--- src/rtl/assert_macros.svh ---
// Assertion macros for the RTL of the UTF-8 stream decoder.
`ifndef ASSERT_MACROS_SVH
`define ASSERT_MACROS_SVH

// Property that must hold at every clock edge outside reset.
`define ASSERT_ALWAYS(lbl, clk, rst_n, prop, msg) \
	lbl: assert property (@(posedge clk) disable iff (!rst_n) (prop)) else $error(msg);

// Implication checked at every clock edge outside reset.
`define ASSERT_IMPLIES(lbl, clk, rst_n, ante, cons, msg) \
	lbl: assert property (@(posedge clk) disable iff (!rst_n) (ante) |-> (cons)) \
		else $error(msg);

`endif

--- src/rtl/utf8sd_pkg.sv ---
// Types, constants and helper functions of the UTF-8 stream decoder.
package utf8sd_pkg;

	localparam int unsigned BYTE_W   = 8;
	localparam int unsigned CP_W     = 21;
	localparam int unsigned BUF_D    = 4;
	localparam int unsigned CNT_W    = 3;

	localparam logic [CP_W-1:0] REPLACEMENT_CP = 21'h00FFFD;

	typedef logic [BYTE_W-1:0] byte_t;
	typedef logic [CP_W-1:0]   cp_t;
	typedef logic [CNT_W-1:0]  cnt_t;

	// Sequencer states, one-hot.
	typedef enum logic [3:0] {
		ST_IDLE = 4'b0001,
		ST_LEAD = 4'b0010,
		ST_CONT = 4'b0100,
		ST_EMIT = 4'b1000
	} state_t;

	// Sequence length from the lead byte; zero marks an invalid lead.
	function automatic cnt_t lead_len(input byte_t b);
		cnt_t len;
		if (b[7] == 1'b0) begin
			len = 3'd1;
		end else if (b[7:5] == 3'b110) begin
			len = 3'd2;
		end else if (b[7:4] == 4'b1110) begin
			len = 3'd3;
		end else if (b[7:3] == 5'b11110) begin
			len = 3'd4;
		end else begin
			len = 3'd0;
		end
		return len;
	endfunction

	// Payload bits carried by the lead byte of a sequence of the given length.
	function automatic cp_t lead_bits(input byte_t b, input cnt_t len);
		cp_t cp;
		case (len)
			3'd1:    cp = {13'd0, b};
			3'd2:    cp = {16'd0, b[4:0]};
			3'd3:    cp = {17'd0, b[3:0]};
			default: cp = {18'd0, b[2:0]};
		endcase
		return cp;
	endfunction

endpackage

--- src/rtl/utf8sd_in_if.sv ---
// Byte request channel into the UTF-8 stream decoder.
interface utf8sd_in_if;
	import utf8sd_pkg::*;

	logic  valid;
	logic  ready;
	byte_t byte_value;
	logic  text_end;

	modport source (output valid, output byte_value, output text_end, input ready);
	modport sink   (input valid, input byte_value, input text_end, output ready);
endinterface

--- src/rtl/utf8sd_out_if.sv ---
// Code point request channel out of the UTF-8 stream decoder.
interface utf8sd_out_if;
	import utf8sd_pkg::*;

	logic valid;
	logic ready;
	cp_t  code_point;
	logic malformed;
	logic final_result;

	modport source (output valid, output code_point, output malformed,
		output final_result, input ready);
	modport sink   (input valid, input code_point, input malformed,
		input final_result, output ready);
endinterface

--- src/rtl/utf8_stream_decoder_unit.sv ---
// UTF-8 stream decoder: one byte in, zero or more code points out, under a small sequencer.
//
// The decoder takes one byte per request on rx and holds up to three bytes of an
// incomplete sequence. A byte is accepted only while the sequencer is idle. Each
// decoded code point then passes through the sequencer: the lead byte is inspected
// in ST_LEAD, each continuation byte goes through the shared shift-and-merge unit in
// ST_CONT, and the output register is loaded in ST_EMIT, which waits while tx
// stalls. At the end of each byte ST_LEAD finds the buffer empty or the sequence
// still incomplete and returns to idle, so a byte that completes nothing passes only
// through ST_IDLE and ST_LEAD. A replacement for a bad lead or for a sequence cut
// short by text_end passes through ST_LEAD and ST_EMIT only. A correct U+FFFD reports
// malformed low; a replacement reports it high. final_result marks the last code point
// caused by a byte flagged with text_end, and no bytes are held after such a byte.
module utf8_stream_decoder_unit (
	input  logic         clk,
	input  logic         arst_n,
	utf8sd_in_if.sink    rx,
	utf8sd_out_if.source tx
);
	import utf8sd_pkg::*;
	`include "assert_macros.svh"

	state_t state_q;
	byte_t  buf_q [BUF_D];
	cnt_t   n_q;
	logic   at_end_q;
	cnt_t   len_q;
	logic [1:0] idx_q;
	cnt_t   drop_q;
	cp_t    cp_q;
	logic   ok_q;

	logic   out_valid_q;
	cp_t    out_cp_q;
	logic   out_bad_q;
	logic   out_final_q;

	byte_t  lead;
	cnt_t   len;
	byte_t  cont;
	logic   cont_last;
	logic   out_free;
	logic   emit_fire;
	byte_t  buf_shift [BUF_D];

	// Decode of the front byte and the continuation byte under work.
	assign lead      = buf_q[0];
	assign len       = lead_len(lead);
	assign cont      = buf_q[idx_q];
	assign cont_last = (cnt_t'(idx_q) + 3'd1) == len_q;
	assign out_free  = !out_valid_q || tx.ready;
	assign emit_fire = (state_q == ST_EMIT) && out_free;

	// Buffer contents after dropping the consumed bytes from the front.
	always_comb begin
		cnt_t sel;
		for (int i = 0; i < BUF_D; i++) begin
			sel = cnt_t'(i) + drop_q;
			buf_shift[i] = sel[2] ? buf_q[i] : buf_q[sel[1:0]];
		end
	end

	assign rx.ready        = (state_q == ST_IDLE);
	assign tx.valid        = out_valid_q;
	assign tx.code_point   = out_cp_q;
	assign tx.malformed    = out_bad_q;
	assign tx.final_result = out_final_q;

	// Sequencer and byte buffer control.
	always_ff @(posedge clk or negedge arst_n) begin
		if (!arst_n) begin
			state_q  <= ST_IDLE;
			n_q      <= '0;
			at_end_q <= 1'b0;
		end else begin
			unique case (state_q)
				ST_IDLE: begin
					if (rx.valid) begin
						n_q      <= n_q + 3'd1;
						at_end_q <= rx.text_end;
						state_q  <= ST_LEAD;
					end
				end
				ST_LEAD: begin
					if (n_q == 3'd0) begin
						state_q <= ST_IDLE;
					end else if (len == 3'd0 || (len > n_q && at_end_q)) begin
						state_q <= ST_EMIT;
					end else if (len > n_q) begin
						state_q <= ST_IDLE;
					end else if (len == 3'd1) begin
						state_q <= ST_EMIT;
					end else begin
						state_q <= ST_CONT;
					end
				end
				ST_CONT: begin
					if (cont_last) begin
						state_q <= ST_EMIT;
					end
				end
				ST_EMIT: begin
					if (out_free) begin
						n_q     <= n_q - drop_q;
						state_q <= ST_LEAD;
					end
				end
				default: state_q <= ST_IDLE;
			endcase
		end
	end

	// Byte storage and the shared shift-and-merge unit; payload needs no reset.
	always_ff @(posedge clk) begin
		if (state_q == ST_IDLE && rx.valid) begin
			buf_q[n_q[1:0]] <= rx.byte_value;
		end
		if (emit_fire) begin
			buf_q <= buf_shift;
		end
		if (state_q == ST_LEAD) begin
			cp_q   <= lead_bits(lead, len);
			len_q  <= len;
			idx_q  <= 2'd1;
			drop_q <= 3'd1;
			ok_q   <= !(len == 3'd0 || len > n_q);
		end
		if (state_q == ST_CONT) begin
			cp_q  <= {cp_q[CP_W-7:0], cont[5:0]};
			idx_q <= idx_q + 2'd1;
			if (cont[7:6] != 2'b10) begin
				ok_q <= 1'b0;
			end
			if (cont_last) begin
				drop_q <= (ok_q && cont[7:6] == 2'b10) ? len_q : 3'd1;
			end
		end
		if (emit_fire) begin
			out_cp_q    <= ok_q ? cp_q : REPLACEMENT_CP;
			out_bad_q   <= !ok_q;
			out_final_q <= at_end_q && (n_q == drop_q);
		end
	end

	// Output register valid flag.
	always_ff @(posedge clk or negedge arst_n) begin
		if (!arst_n) begin
			out_valid_q <= 1'b0;
		end else if (emit_fire) begin
			out_valid_q <= 1'b1;
		end else if (tx.ready) begin
			out_valid_q <= 1'b0;
		end
	end

	`ASSERT_ALWAYS(a_count_range, clk, arst_n, n_q <= 3'd4, "byte count above buffer depth")
	`ASSERT_IMPLIES(a_idle_fits, clk, arst_n, state_q == ST_IDLE, n_q <= 3'd3, "idle with full buffer")
	`ASSERT_IMPLIES(a_end_flush, clk, arst_n, state_q == ST_IDLE && at_end_q, n_q == 3'd0, "bytes held after text end")
	`ASSERT_IMPLIES(a_cont_len, clk, arst_n, state_q == ST_CONT, len_q >= 3'd2 && len_q <= n_q, "continuation walk beyond buffered bytes")

endmodule
--- src/flat_wrapper.sv ---
// flat-port wrapper written by rule: the top's interface ports become plain ports
module utf8_stream_decoder_unit_flat import utf8sd_pkg::*;
  (clk, arst_n, rx_valid, rx_byte_value, rx_text_end, rx_ready, tx_valid, tx_code_point, tx_malformed, tx_final_result, tx_ready);
  utf8sd_in_if rx_i ();
  utf8sd_out_if tx_i ();
  input  logic clk;
  input  logic arst_n;
  input wire logic [$bits(rx_i.valid)-1:0] rx_valid;
  input wire logic [$bits(rx_i.byte_value)-1:0] rx_byte_value;
  input wire logic [$bits(rx_i.text_end)-1:0] rx_text_end;
  output wire logic [$bits(rx_i.ready)-1:0] rx_ready;
  output wire logic [$bits(tx_i.valid)-1:0] tx_valid;
  output wire logic [$bits(tx_i.code_point)-1:0] tx_code_point;
  output wire logic [$bits(tx_i.malformed)-1:0] tx_malformed;
  output wire logic [$bits(tx_i.final_result)-1:0] tx_final_result;
  input wire logic [$bits(tx_i.ready)-1:0] tx_ready;
  assign rx_i.valid = rx_valid;
  assign rx_i.byte_value = rx_byte_value;
  assign rx_i.text_end = rx_text_end;
  assign rx_ready = rx_i.ready;
  assign tx_valid = tx_i.valid;
  assign tx_code_point = tx_i.code_point;
  assign tx_malformed = tx_i.malformed;
  assign tx_final_result = tx_i.final_result;
  assign tx_i.ready = tx_ready;
  utf8_stream_decoder_unit u_core (.clk(clk), .arst_n(arst_n), .rx(rx_i), .tx(tx_i));
endmodule
--- config.mk ---
export PLATFORM = sky130hd
export DESIGN_NAME = utf8_stream_decoder_unit_flat
export DESIGN_NICKNAME = d
export VERILOG_FILES = /design/src/rtl/utf8sd_pkg.sv /design/src/rtl/utf8sd_in_if.sv /design/src/rtl/utf8sd_out_if.sv /design/src/rtl/utf8_stream_decoder_unit.sv /design/src/flat_wrapper.sv
export VERILOG_INCLUDE_DIRS = /design/src /design/src/rtl
export SDC_FILE = /design/constraint.sdc
export NUM_CORES = 1
export LEC_CHECK = 0
export ABC_AREA = 1
export ABC_CLOCK_PERIOD_IN_PS = 2900
export BUFFER_PORTS_ARGS = -buffer_cell sky130_fd_sc_hd__buf_2
export CAP_MARGIN = 15
export CORE_MARGIN = 2
export CORE_UTILIZATION = 30
export DETAILED_ROUTE_END_ITERATION = 7
export MAX_ROUTING_LAYER = met4
export PLACE_DENSITY = 0.41
export SETUP_SLACK_MARGIN = 0.05
export SYNTH_ARGS = -nofsm -noshare
export SYNTH_HDL_FRONTEND = slang
export SYNTH_SLANG_ARGS = --single-unit
--- constraint.sdc ---
create_clock -name clk -period 2.9 [get_ports clk]
set_clock_uncertainty 0.15 [all_clocks]
set_input_delay 0.145 -clock clk [delete_from_list [all_inputs] [get_ports clk]]
set_output_delay 0.145 -clock clk [all_outputs]
set_load 0.01 [all_outputs]
==> metrics.md, run 1 <==
| Metric | Value |
|---|---|
| Max IR drop VDD | `approximately 280 uV` |
| Critical path class | `reg2reg` |
| Post-synthesis mux area share | `0.00677` |
| Clk slew on worst S/H paths | `around 70 ps` |
| Post-synthesis simple-gate area fraction | `0.205` |
| Slew Viols, Final | `0` |
| Adder-Cell Fraction of Synth Area | `0.0329` |
| CP startpoint kind | `flop` |
| CP Cell Sequence | `inv_2 > nand2_2 > nor3_4 > nand2_1 > buf_4 > a21oi_1 > o21ai_1 > nand2_1` |
| Synth area leaders | `edfxtp_1 47%, nand2_1 8.7%, nand3_1 5.8%` |
| Status | `finished clean` |
| Worst EP required | `~2900 ps` |
| Relative slew slack | `0.653` |
| Max-Cap Viols | `0` |
| Initial antenna violation count | `0` |
| Clock Tree Buf Depth | `2` |
| Residual DRC count | `0` |
| Compound-cell area share of the yosys netlist | `0.124` |
| Mapped Cells | `between 500 and 600` |
| Yosys cell types | `35` |
| Number of global-route vias before repair | `approximately 3900` |
| Setup Viol. Count Final | `0` |
| Final period util | `0.740` |
| First-pass GRT wire length | `around 21000 um` |
| Routed len/inst | `between 15 and 20 um` |
| RSZ-0062 raised after global routing | `false` |
| Starting Density | `0.304` |
| Post-CTS setup buffers | `0` |
| Yosys top cell area share | `0.470` |
| Nets | `653` |
| Netlist Area Pre-Place | `about 5200 um2` |
| Total global-route track usage | `0.153` |
| CTS Buf Count | `9` |
| Layout Area Growth over Synthesis | `14.1%` |
| Crit path max-delay family | `simple AND/OR/NAND/NOR gates` |
| Die Span Y | `approximately 140 um` |
| TritonCTS clock tree | `done` |
| # diodes | `0` |
| Buf/Inv on CP | `2` |
| Largest net degree at the start of global routing | `54` |
| Total gr overflow | `0` |
| Detailed placement HPWL | `~9300 um` |
| Syn nets | `about 620` |
| Vias | `4075` |
| PnR Total Power | `slightly above 5 mW` |
| Core area | `between 15000 and 20000 um2` |
| DRT Wirelength | `roughly 13000 um` |
| Initial DRC count | `approximately 260` |
| Final min period | `2150 ps` |
| H-tree levels | `3` |
| Leakage | `~2.6 nW` |
| Critical Path Sink Type | `flop` |
| Clock latency on the worst-skew pair | `350 ps` |
| Buffers added on ports | `37` |
| Critical Path Fanout Max | `40` |
| Max Freq | `466 MHz` |
| WP data arrival | `between 2000 and 2500 ps` |
| Hold Crit Class | `in2reg` |
| Fin. Hold Viols | `0` |
| Worst-margin pin slew | `between 500 and 600 ps` |
| DIE AREA | `about 18000 um2` |
| Largest family of logic cells by synthesized area | `simple AND/OR/NAND/NOR gates` |
| Top Ports | `38` |
| Vias/cell | `around 4.8` |
| Ys Warns | `0` |
| CP max stage delay | `roughly 520 ps` |
| Final ANT Viol Nets | `0` |
| Seq cells post-synth | `between 90 and 100` |
| Die width | `between 100 and 150 um` |
| Mapped Avg Cell Area | `between 8 and 9 um2` |
| Post-synth top area cell | `edfxtp_1` |
| Setup TNS | `0 ps` |
| FP Rows | `48` |
| Register area share after synthesis | `0.529` |
| CTS sink count | `94` |
| Power per standard cell area | `approximately 870 nW/um2` |
| Slowest-stage cell, CP | `dfstp_2` |
| CP dominant cell by count | `nand2_1` |
| Layout cells sized above 1 | `0.131` |
| First-pass iteration count of the detailed router | `7` |
| RePlAce Congestion | `between 0.8 and 0.9` |
| XOR/XNOR Fraction of Synth Area | `0.0152` |
| CTS root buffer | `clkbuf_16` |
==> power breakdown <==
| group | switching (mW) | leakage [nW] | internal (mW) |
|---|---|---|---|
| sequential | 0.171 | 0.885 | 1.90 |
| combinational | 1.33 | 1.63 | 0.618 |
| clock | 0.546 | 0.128 | 0.584 |
| total | 2.04 | 2.65 | 3.11 |
==> logic make-up after synthesis <==
family                     after synthesis
xor gates and xnor gates                 9
DFF                                     94
buffers and inverters                  106
AOI/OAI and AO/OA                      122
adders and majority gates               13
muxes                                    3
and+or+nand+nor                        244
==> per-layer routing <==
metal,vias up,global-route usage,part of all wire
li1,2058,-,-
met1,1897,0.210,0.50
met2,105,0.231,0.44
met3,15,0.0228,0.043
met4,0,0.0567,0.015
met5,-,-,0
==> repair_timing <==
action	4_1_cts	5_1_grt
hold buffers	6	0
hold endpoints to repair	17	0
resized for setup	0	0
==> through the flow <==
| step | utilization | area (um2) | cells | hold WS (ps) | setup WS, ps |
|---|---|---|---|---|---|
| 6_report | 0.346 | 5910 | 857 | 7.02 | 755 |
| 5_1_grt | 0.346 | 5910 | 857 | 36.3 | 621 |
| 4_1_cts | 0.346 | 5910 | 857 | 2.13 | 774 |
| 3_5_place_dp | 0.327 | 5580 | 835 | -136 | 771 |
| 3_3_place_gp | 0.327 | 5580 | 835 | -138 | 843 |
| 2_1_floorplan | - | 5180 | 591 | -301 | 467 |
==> cell usage in the layout, fill, tap and decap left out, types with 4 or more instances in the layout <==
master and n:
nand2_1 120, edfxtp_1 81, inv_1 67, nand3_1 60, o21ai_0 58, nor2_1 51, buf_2 37, o21ai_1 26
a21oi_1 25, buf_4 13, ha_1 12, o211ai_1 10, clkbuf_16 9, dfrtp_1 8, inv_2 7, xor2_1 6
dlygate4sd3_1 6, dfxtp_1 4
==> flip-flops by register name, indices dropped and copies added (netlist names) <==
name                    count
u_core.at_end_q             1
u_core.lead                 8
u_core.tx.valid             1
u_core.ok_q                 1
u_core.cp_q                21
u_core.drop_q               3
u_core.state_q              4
u_core.idx_q                2
u_core.tx.malformed         1
u_core.buf_q               24
u_core.n_q                  3
u_core.tx.code_point       21
u_core.len_q                3
u_core.tx.final_result      1
==> synth_stat cells <==
| library cell | n |
|---|---|
| xor2_1 | 6 |
| dfstp_2 | 1 |
| fa_1 | 1 |
| o211ai_1 | 10 |
| nand2_1 | 120 |
| ha_1 | 12 |
| or3_1 | 1 |
| buf_2 | 10 |
| mux2i_1 | 2 |
| nand3_1 | 60 |
| clkbuf_1 | 13 |
| o31ai_1 | 2 |
| inv_2 | 7 |
| dfrtp_1 | 8 |
| dfxtp_1 | 4 |
| xnor2_1 | 3 |
| nand2_2 | 3 |
| nor3_1 | 2 |
| edfxtp_1 | 81 |
| a31o_2 | 1 |
| a21oi_1 | 25 |
| nand2_4 | 2 |
| buf_4 | 2 |
| clkinv_1 | 1 |
| buf_1 | 2 |
| nor2_1 | 51 |
| inv_1 | 67 |
| nor3_4 | 2 |
| mux2_4 | 1 |
| o21ai_0 | 58 |
| nand3_4 | 1 |
| nand4_1 | 1 |
| buf_6 | 4 |
| o21ai_1 | 26 |
| or2_2 | 1 |
==> final timing paths <==
check                                  start                end  slack [ps]  depth (start not counted)
hold / removal              rx_byte_value[1]    u_core.buf_q[1]           7                          3
min in group asynchronous             arst_n    u_core.at_end_q          30                          2
setup / recovery           u_core.state_q[0]   u_core.buf_q[17]         750                          8
setup reg to reg           u_core.state_q[0]   u_core.buf_q[17]         750                          8
hold reg to reg                  u_core.ok_q        u_core.ok_q         340                          2
max in group asynchronous             arst_n  u_core.state_q[0]        2310                          2
==> worst reg2reg max path: stages, from the launching register on <==
cell and delay [ps]:
dfstp_2 520, inv_2 50, nand2_2 90, nor3_4 60
nand2_1 320, buf_4 450, a21oi_1 110, o21ai_1 100
nand2_1 60
==> area by class of cell <==
type,instances,area (um2)
multi-input combinational,391,1990
clock buffer,9,225
clock inverter,7,48.8
fill,1824,11100
timing repair buffer,56,343
inverter,75,282
tap,225,282
sequential,94,2740
(Power assumes the default switching activity.)
==> run 2: changes to the inputs <==
ABC_CLOCK_PERIOD_IN_PS = 2200   (was 2900)
clock period = 2.2 ns   (was 2.9 ns; I/O delays follow)
==> metrics.md, run 2 (same netlist as run 1, synthesis figures left out) <==
| Metric | Value |
|---|---|
| First-pass GRT wire length | `22200 um (+6.3%)` |
| Vias/cell | `4.72 (-0.65%)` |
| Die width | `135 um (unchanged)` |
| TritonCTS clock tree | `done` |
| Top Ports | `38 (unchanged)` |
| Final ANT Viol Nets | `0 (unchanged)` |
| Clock latency on the worst-skew pair | `350 ps (about the same)` |
| Core area | `17100 um2 (unchanged)` |
| Buffers added on ports | `37 (unchanged)` |
| Slew Viols, Final | `0 (unchanged)` |
| FP Rows | `48 (unchanged)` |
| Nets | `676 (+3.5%)` |
| Number of global-route vias before repair | `4070 (+5.4%)` |
| Dpl ws | `194 ps (-577 ps)` |
| Worst EP required | `2100 ps (-760 ps)` |
| Max-Cap Viols | `0 (unchanged)` |
| First-pass iteration count of the detailed router | `5 (-2)` |
| Critical Path Sink Type | `flop` |
| Detailed placement HPWL | `9490 um (+2.1%)` |
| CTS Buf Count | `9 (unchanged)` |
| Leakage | `2.78 nW (+5.0%)` |
| Fin. Hold Viols | `0 (unchanged)` |
| CTS sink count | `94 (unchanged)` |
| Final period util | `0.915 (+0.175)` |
| # diodes | `0 (unchanged)` |
| WP data arrival | `1910 ps (-200 ps)` |
| Die Span Y | `135 um (unchanged)` |
| Clk slew on worst S/H paths | `70 ps (about the same)` |
| Critical path class | `reg2reg` |
| Residual DRC count | `0 (unchanged)` |
| Hold Crit Class | `in2async` |
| Clock Tree Buf Depth | `2 (unchanged)` |
| Final min period | `2010 ps (-133 ps)` |
| Max Freq | `497 MHz (+6.6%)` |
| Setup TNS | `0 ps (unchanged)` |
| Critical Path Fanout Max | `8 (-80%)` |
| Largest net degree at the start of global routing | `52 (-3.7%)` |
| H-tree levels | `3 (unchanged)` |
| Most frequent cells in the layout | `120 x nand2_1, 81 x edfxtp_1, 67 x inv_1` |
| Routed len/inst | `15.5 um (+2.1%)` |
| Fin worst setup slack | `188 ps (-567 ps)` |
| Vias | `4157 (+2.0%)` |
| Initial DRC count | `247 (-3.9%)` |
| CP startpoint kind | `flop` |
| Relative slew slack | `0.614 (-0.0385)` |
| Layout cells sized above 1 | `0.157 (+0.0259)` |
| CTS root buffer | `clkbuf_16` |
| Layout Area Growth over Synthesis | `19.0%` |
| Setup Viol. Count Final | `0 (unchanged)` |
| Worst-margin pin slew | `578 ps (+57.1 ps)` |
| Total global-route track usage | `0.165 (+0.0116)` |
| DRT Wirelength | `13700 um (+4.8%)` |
| Largest Register | `u_core.buf_q` |
| PnR Total Power | `7.04 mW (+37%)` |
| RSZ-0062 raised after global routing | `false` |
| Starting Density | `0.304 (unchanged)` |
| RePlAce Congestion | `0.848 (+4.6%)` |
| Status | `finished clean` |
| Max reg flops | `24 (unchanged)` |
| DIE AREA | `18300 um2 (unchanged)` |
| Max IR drop VDD | `398 uV (+40%)` |
| Power per standard cell area | `1140 nW/um2 (+31%)` |
| Most common cell after layout, fill and taps aside | `nand2_1` |
| Total gr overflow | `0 (unchanged)` |
| Initial antenna violation count | `0 (unchanged)` |
| Placed Cells | `850 (+1.8%)` |
| Finished Layout Cells | `880 (+2.7%)` |
-- run 2: cell types whose count changed in the layout (fill, tap and decap cells not counted), sizes merged --
cell / before / now
inv: 76 / 77
clkinvlp: 2 / 1
buf: 50 / 66
dlygate4sd3: 6 / 13
-- run 2: metal layers --
metal  track usage  part of all wire  vias up
met5             -                 0        -
met2         0.263              0.48       90
met1         0.220              0.47     1961
li1              -                 -     2094
met4        0.0486             0.014        0
met3        0.0221             0.043       12
-- run 2: critical path, stage by stage, from the launching register on --
cell and delay [ps]:
dfrtp_1 420, inv_1 90, nand2_2 80, nor3_4 210, nand2_1 170, buf_4 200, o21ai_0 170, buf_4 220
-- run 2: path summary, 6_finish.rpt --
path                                    from  slack (ps)  cells after the start                        to
setup / recovery           u_core.state_q[1]         190                      7            u_core.lead[4]
hold / removal                        arst_n         110                      2         u_core.state_q[0]
setup reg to reg           u_core.state_q[1]         190                      7            u_core.lead[4]
hold reg to reg              u_core.cp_q[15]         360                      1  u_core.tx.code_point[15]
max in group asynchronous             arst_n         970                      3         u_core.state_q[3]
min in group clk             u_core.cp_q[15]         360                      1  u_core.tx.code_point[15]
-- run 2: where the power goes --
group          internal (mW)  total (mW)  leakage, nW  switching [mW]
Combinational          0.972        2.81         1.75            1.83
Sequential              2.51        2.72        0.885           0.215
Clock                  0.782        1.52        0.138           0.735
Total                   4.26        7.04         2.78            2.78
-- run 2: repair_timing --
item                       in CTS  in global routing
setup endpoints to repair       0                  2
hold buffers                   13                  0
buffers inserted                0                  1
hold endpoints to repair       43                  0
resized for setup               0                  1
-- run 2: cell type report --
class | count | area (um2)
tap | 225 | 282
inverter | 75 | 283
timing repair buffer | 79 | 583
fill | 1760 | 10900
multi-input combinational | 391 | 1990
clock buffer | 9 | 225
clock inverter | 7 | 55.1
sequential | 94 | 2740
-- run 2: through the flow --
step / util / area [um2] / hold slack (ps)
after global routing: 0.361 / 6160 / 140
after floorplan: - / 5190 / -336
after CTS: 0.361 / 6150 / 111
final: 0.361 / 6160 / 115
after global placement: 0.336 / 5740 / -170
after detailed placement: 0.336 / 5740 / -170
==> run 3: changes to the inputs <==
MAX_ROUTING_LAYER = unset   (was met4)
==> metrics.md, run 3 (same netlist as run 1, synthesis figures left out) <==
| Metric | Value |
|---|---|
| FF-to-FF End | `u_core.lead[4]` |
| CP dominant cell by count | `buf_4` |
| First-pass GRT wire length | `22200 um (-0.13%)` |
| Buffers added on ports | `37 (unchanged)` |
| Die Span Y | `135 um (unchanged)` |
| Hold Crit Class | `in2async` |
| Flop pwr share | `0.387 (about the same)` |
| Switching pwr | `2.77 mW (-0.38%)` |
| Final ANT Viol Nets | `0 (unchanged)` |
| Finished Layout Cells | `880 (unchanged)` |
| Max Freq | `494 MHz (-0.68%)` |
| Max IR drop VDD | `399 uV (+0.25%)` |
| Routed len/inst | `15.4 um (-0.56%)` |
| Clock Power Share | `0.215 (about the same)` |
| Largest Register | `u_core.buf_q` |
| RSZ-0062 raised after global routing | `false` |
| Worst reg-to-reg setup slack | `170 ps (about the same)` |
| CP startpoint kind | `flop` |
| Total gr overflow | `0 (unchanged)` |
| Most frequent cells in the layout | `120 x nand2_1, 81 x edfxtp_1, 67 x inv_1` |
| CTS root buffer | `clkbuf_16` |
| Layout cells sized above 1 | `0.157 (unchanged)` |
| Power per standard cell area | `1140 nW/um2 (-0.16%)` |
| Final min period | `2030 ps (+13.7 ps)` |
| Hold Slack | `114 ps (-0.381 ps)` |
| CTS sink count | `94 (unchanged)` |
| Clock latency on the worst-skew pair | `350 ps (about the same)` |
| Worst r2r src | `u_core.state_q[1]` |
| DIE AREA | `18300 um2 (unchanged)` |
| Placed Cells | `850 (unchanged)` |
| Placement Cell Area | `5740 um2 (unchanged)` |
| Core area | `17100 um2 (unchanged)` |
| H-tree levels | `3 (unchanged)` |
| First-pass iteration count of the detailed router | `4 (-1)` |
| Critical Path Fanout Max | `8 (unchanged)` |
| Number of global-route vias before repair | `4080 (+0.25%)` |
| Final instance area | `6160 um2 (unchanged)` |
| P_int | `4.26 mW (about the same)` |
| Detailed placement HPWL | `9490 um (unchanged)` |
| Initial DRC count | `241 (-2.4%)` |
| Slew Viols, Final | `0 (unchanged)` |
| Nets | `676 (unchanged)` |
| Worst-margin pin slew | `589 ps (+11.0 ps)` |
| Residual DRC count | `0 (unchanged)` |
| Clock Tree Buf Depth | `2 (unchanged)` |
| Most common cell after layout, fill and taps aside | `nand2_1` |
| FP Rows | `48 (unchanged)` |
| Relative slew slack | `0.607 (-0.00737)` |
| # diodes | `0 (unchanged)` |
| Max reg flops | `24 (unchanged)` |
| Initial antenna violation count | `0 (unchanged)` |
| Setup Viol. Count Final | `0 (unchanged)` |
| Total global-route track usage | `0.160 (-0.00497)` |
| Critical path class | `reg2reg` |
| Slowest-stage cell, CP | `dfrtp_1` |
| Final period util | `0.921 (+0.00622)` |
| Vias | `4124 (-0.79%)` |
| Largest net degree at the start of global routing | `52 (unchanged)` |
| CTS Buf Count | `9 (unchanged)` |
| CP max stage delay | `420 ps (about the same)` |
| Top Ports | `38 (unchanged)` |
| Sw Share | `0.394 (-0.000889)` |
| Layout Area Growth over Synthesis | `19.0% (unchanged)` |
| Die width | `135 um (unchanged)` |
| Starting Density | `0.304 (unchanged)` |
| Setup TNS | `0 ps (unchanged)` |
| Comb pwr share | `0.398 (about the same)` |
| WP data arrival | `1930 ps (+20 ps)` |
| TritonCTS clock tree | `done` |
| Status | `finished clean` |
| Max-Cap Viols | `0 (unchanged)` |
| Worst EP required | `2100 ps (about the same)` |
| Critical Path Sink Type | `flop` |
| DRT Wirelength | `13600 um (-0.56%)` |
| RePlAce Congestion | `0.835 (-1.5%)` |
| Reg2Reg Depth | `7 (unchanged)` |
| Vias/cell | `4.69 (-0.79%)` |
| Clk slew on worst S/H paths | `70 ps (about the same)` |
| Fin. Hold Viols | `0 (unchanged)` |
| Leakage | `2.78 nW (unchanged)` |
| CP Cell Sequence | `inv_1 > nand2_2 > nor3_4 > nand2_1 > buf_4 > o21ai_0 > buf_4` |
==> run 3: cell counts in the layout (fill, tap and decap cells not counted) <==
No cell type changed its count.
==> run 3: through the flow <==
stage           util  power (mW)  setup slack (ps)
6_report       0.361        7.03               174
5_1_grt        0.361        7.58              58.0
4_1_cts        0.361        7.10               177
3_5_place_dp   0.336        5.54               194
3_3_place_gp   0.336        5.53               264
2_1_floorplan      -        4.57              20.0
==> run 3: how the worst max path moves through the flow <==
stage | slack, ps | to | start
3_3_place_gp | 260 | u_core.buf_q[20] | u_core.drop_q[0]
2_1_floorplan | 20 | u_core.buf_q[10] | u_core.state_q[1]
6_report | 170 | u_core.lead[4] | u_core.state_q[1]
3_5_place_dp | 190 | u_core.lead[0] | u_core.state_q[1]
5_1_grt | 60 | u_core.state_q[0] | u_core.lead[5]
4_1_cts | 180 | u_core.lead[4] | u_core.state_q[1]
==> run 3: worst max-delay path: cells and delay by family, from the launching register on <==
kind / cells / cell delay, ps
simple gates: 3 / 480
compound gates: 1 / 180
flops: 1 / 420
buf+inv: 3 / 510
==> run 3: repair_timing <==
item,CTS,global route
endpoints found under the setup margin,0,2
buffers inserted,0,1
endpoints found under the hold margin,43,0
resized for setup,0,1
hold buffers,13,0
==> run 3: cell type report <==
cell class              instances  area (um2)
fillers                      1760       10900
flip-flops and latches         94        2740
multi-input cells             391        1990
repair buffers                 79         583
inverters                      75         283
well taps                     225         282
clock buffers                   9         225
clock inverters                 7        55.1
==> run 3: power groups by stage <==
stage | logic, mW | registers (mW) | clock network, mW
final | 2.80 | 2.72 | 1.51
after floorplan | 1.83 | 2.74 | 0
after CTS | 2.82 | 2.72 | 1.56
after global routing | 3.18 | 2.77 | 1.64
after global placement | 2.77 | 2.76 | 0
after detailed placement | 2.78 | 2.76 | 0
==> run 3: layer usage <==
layer  GRT usage  up-vias  part of all wire
met2       0.264       73              0.48
met4      0.0486        0             0.012
met1       0.219     1946              0.47
met5           0        -                 0
li1            -     2095                 -
met3      0.0221       10             0.038
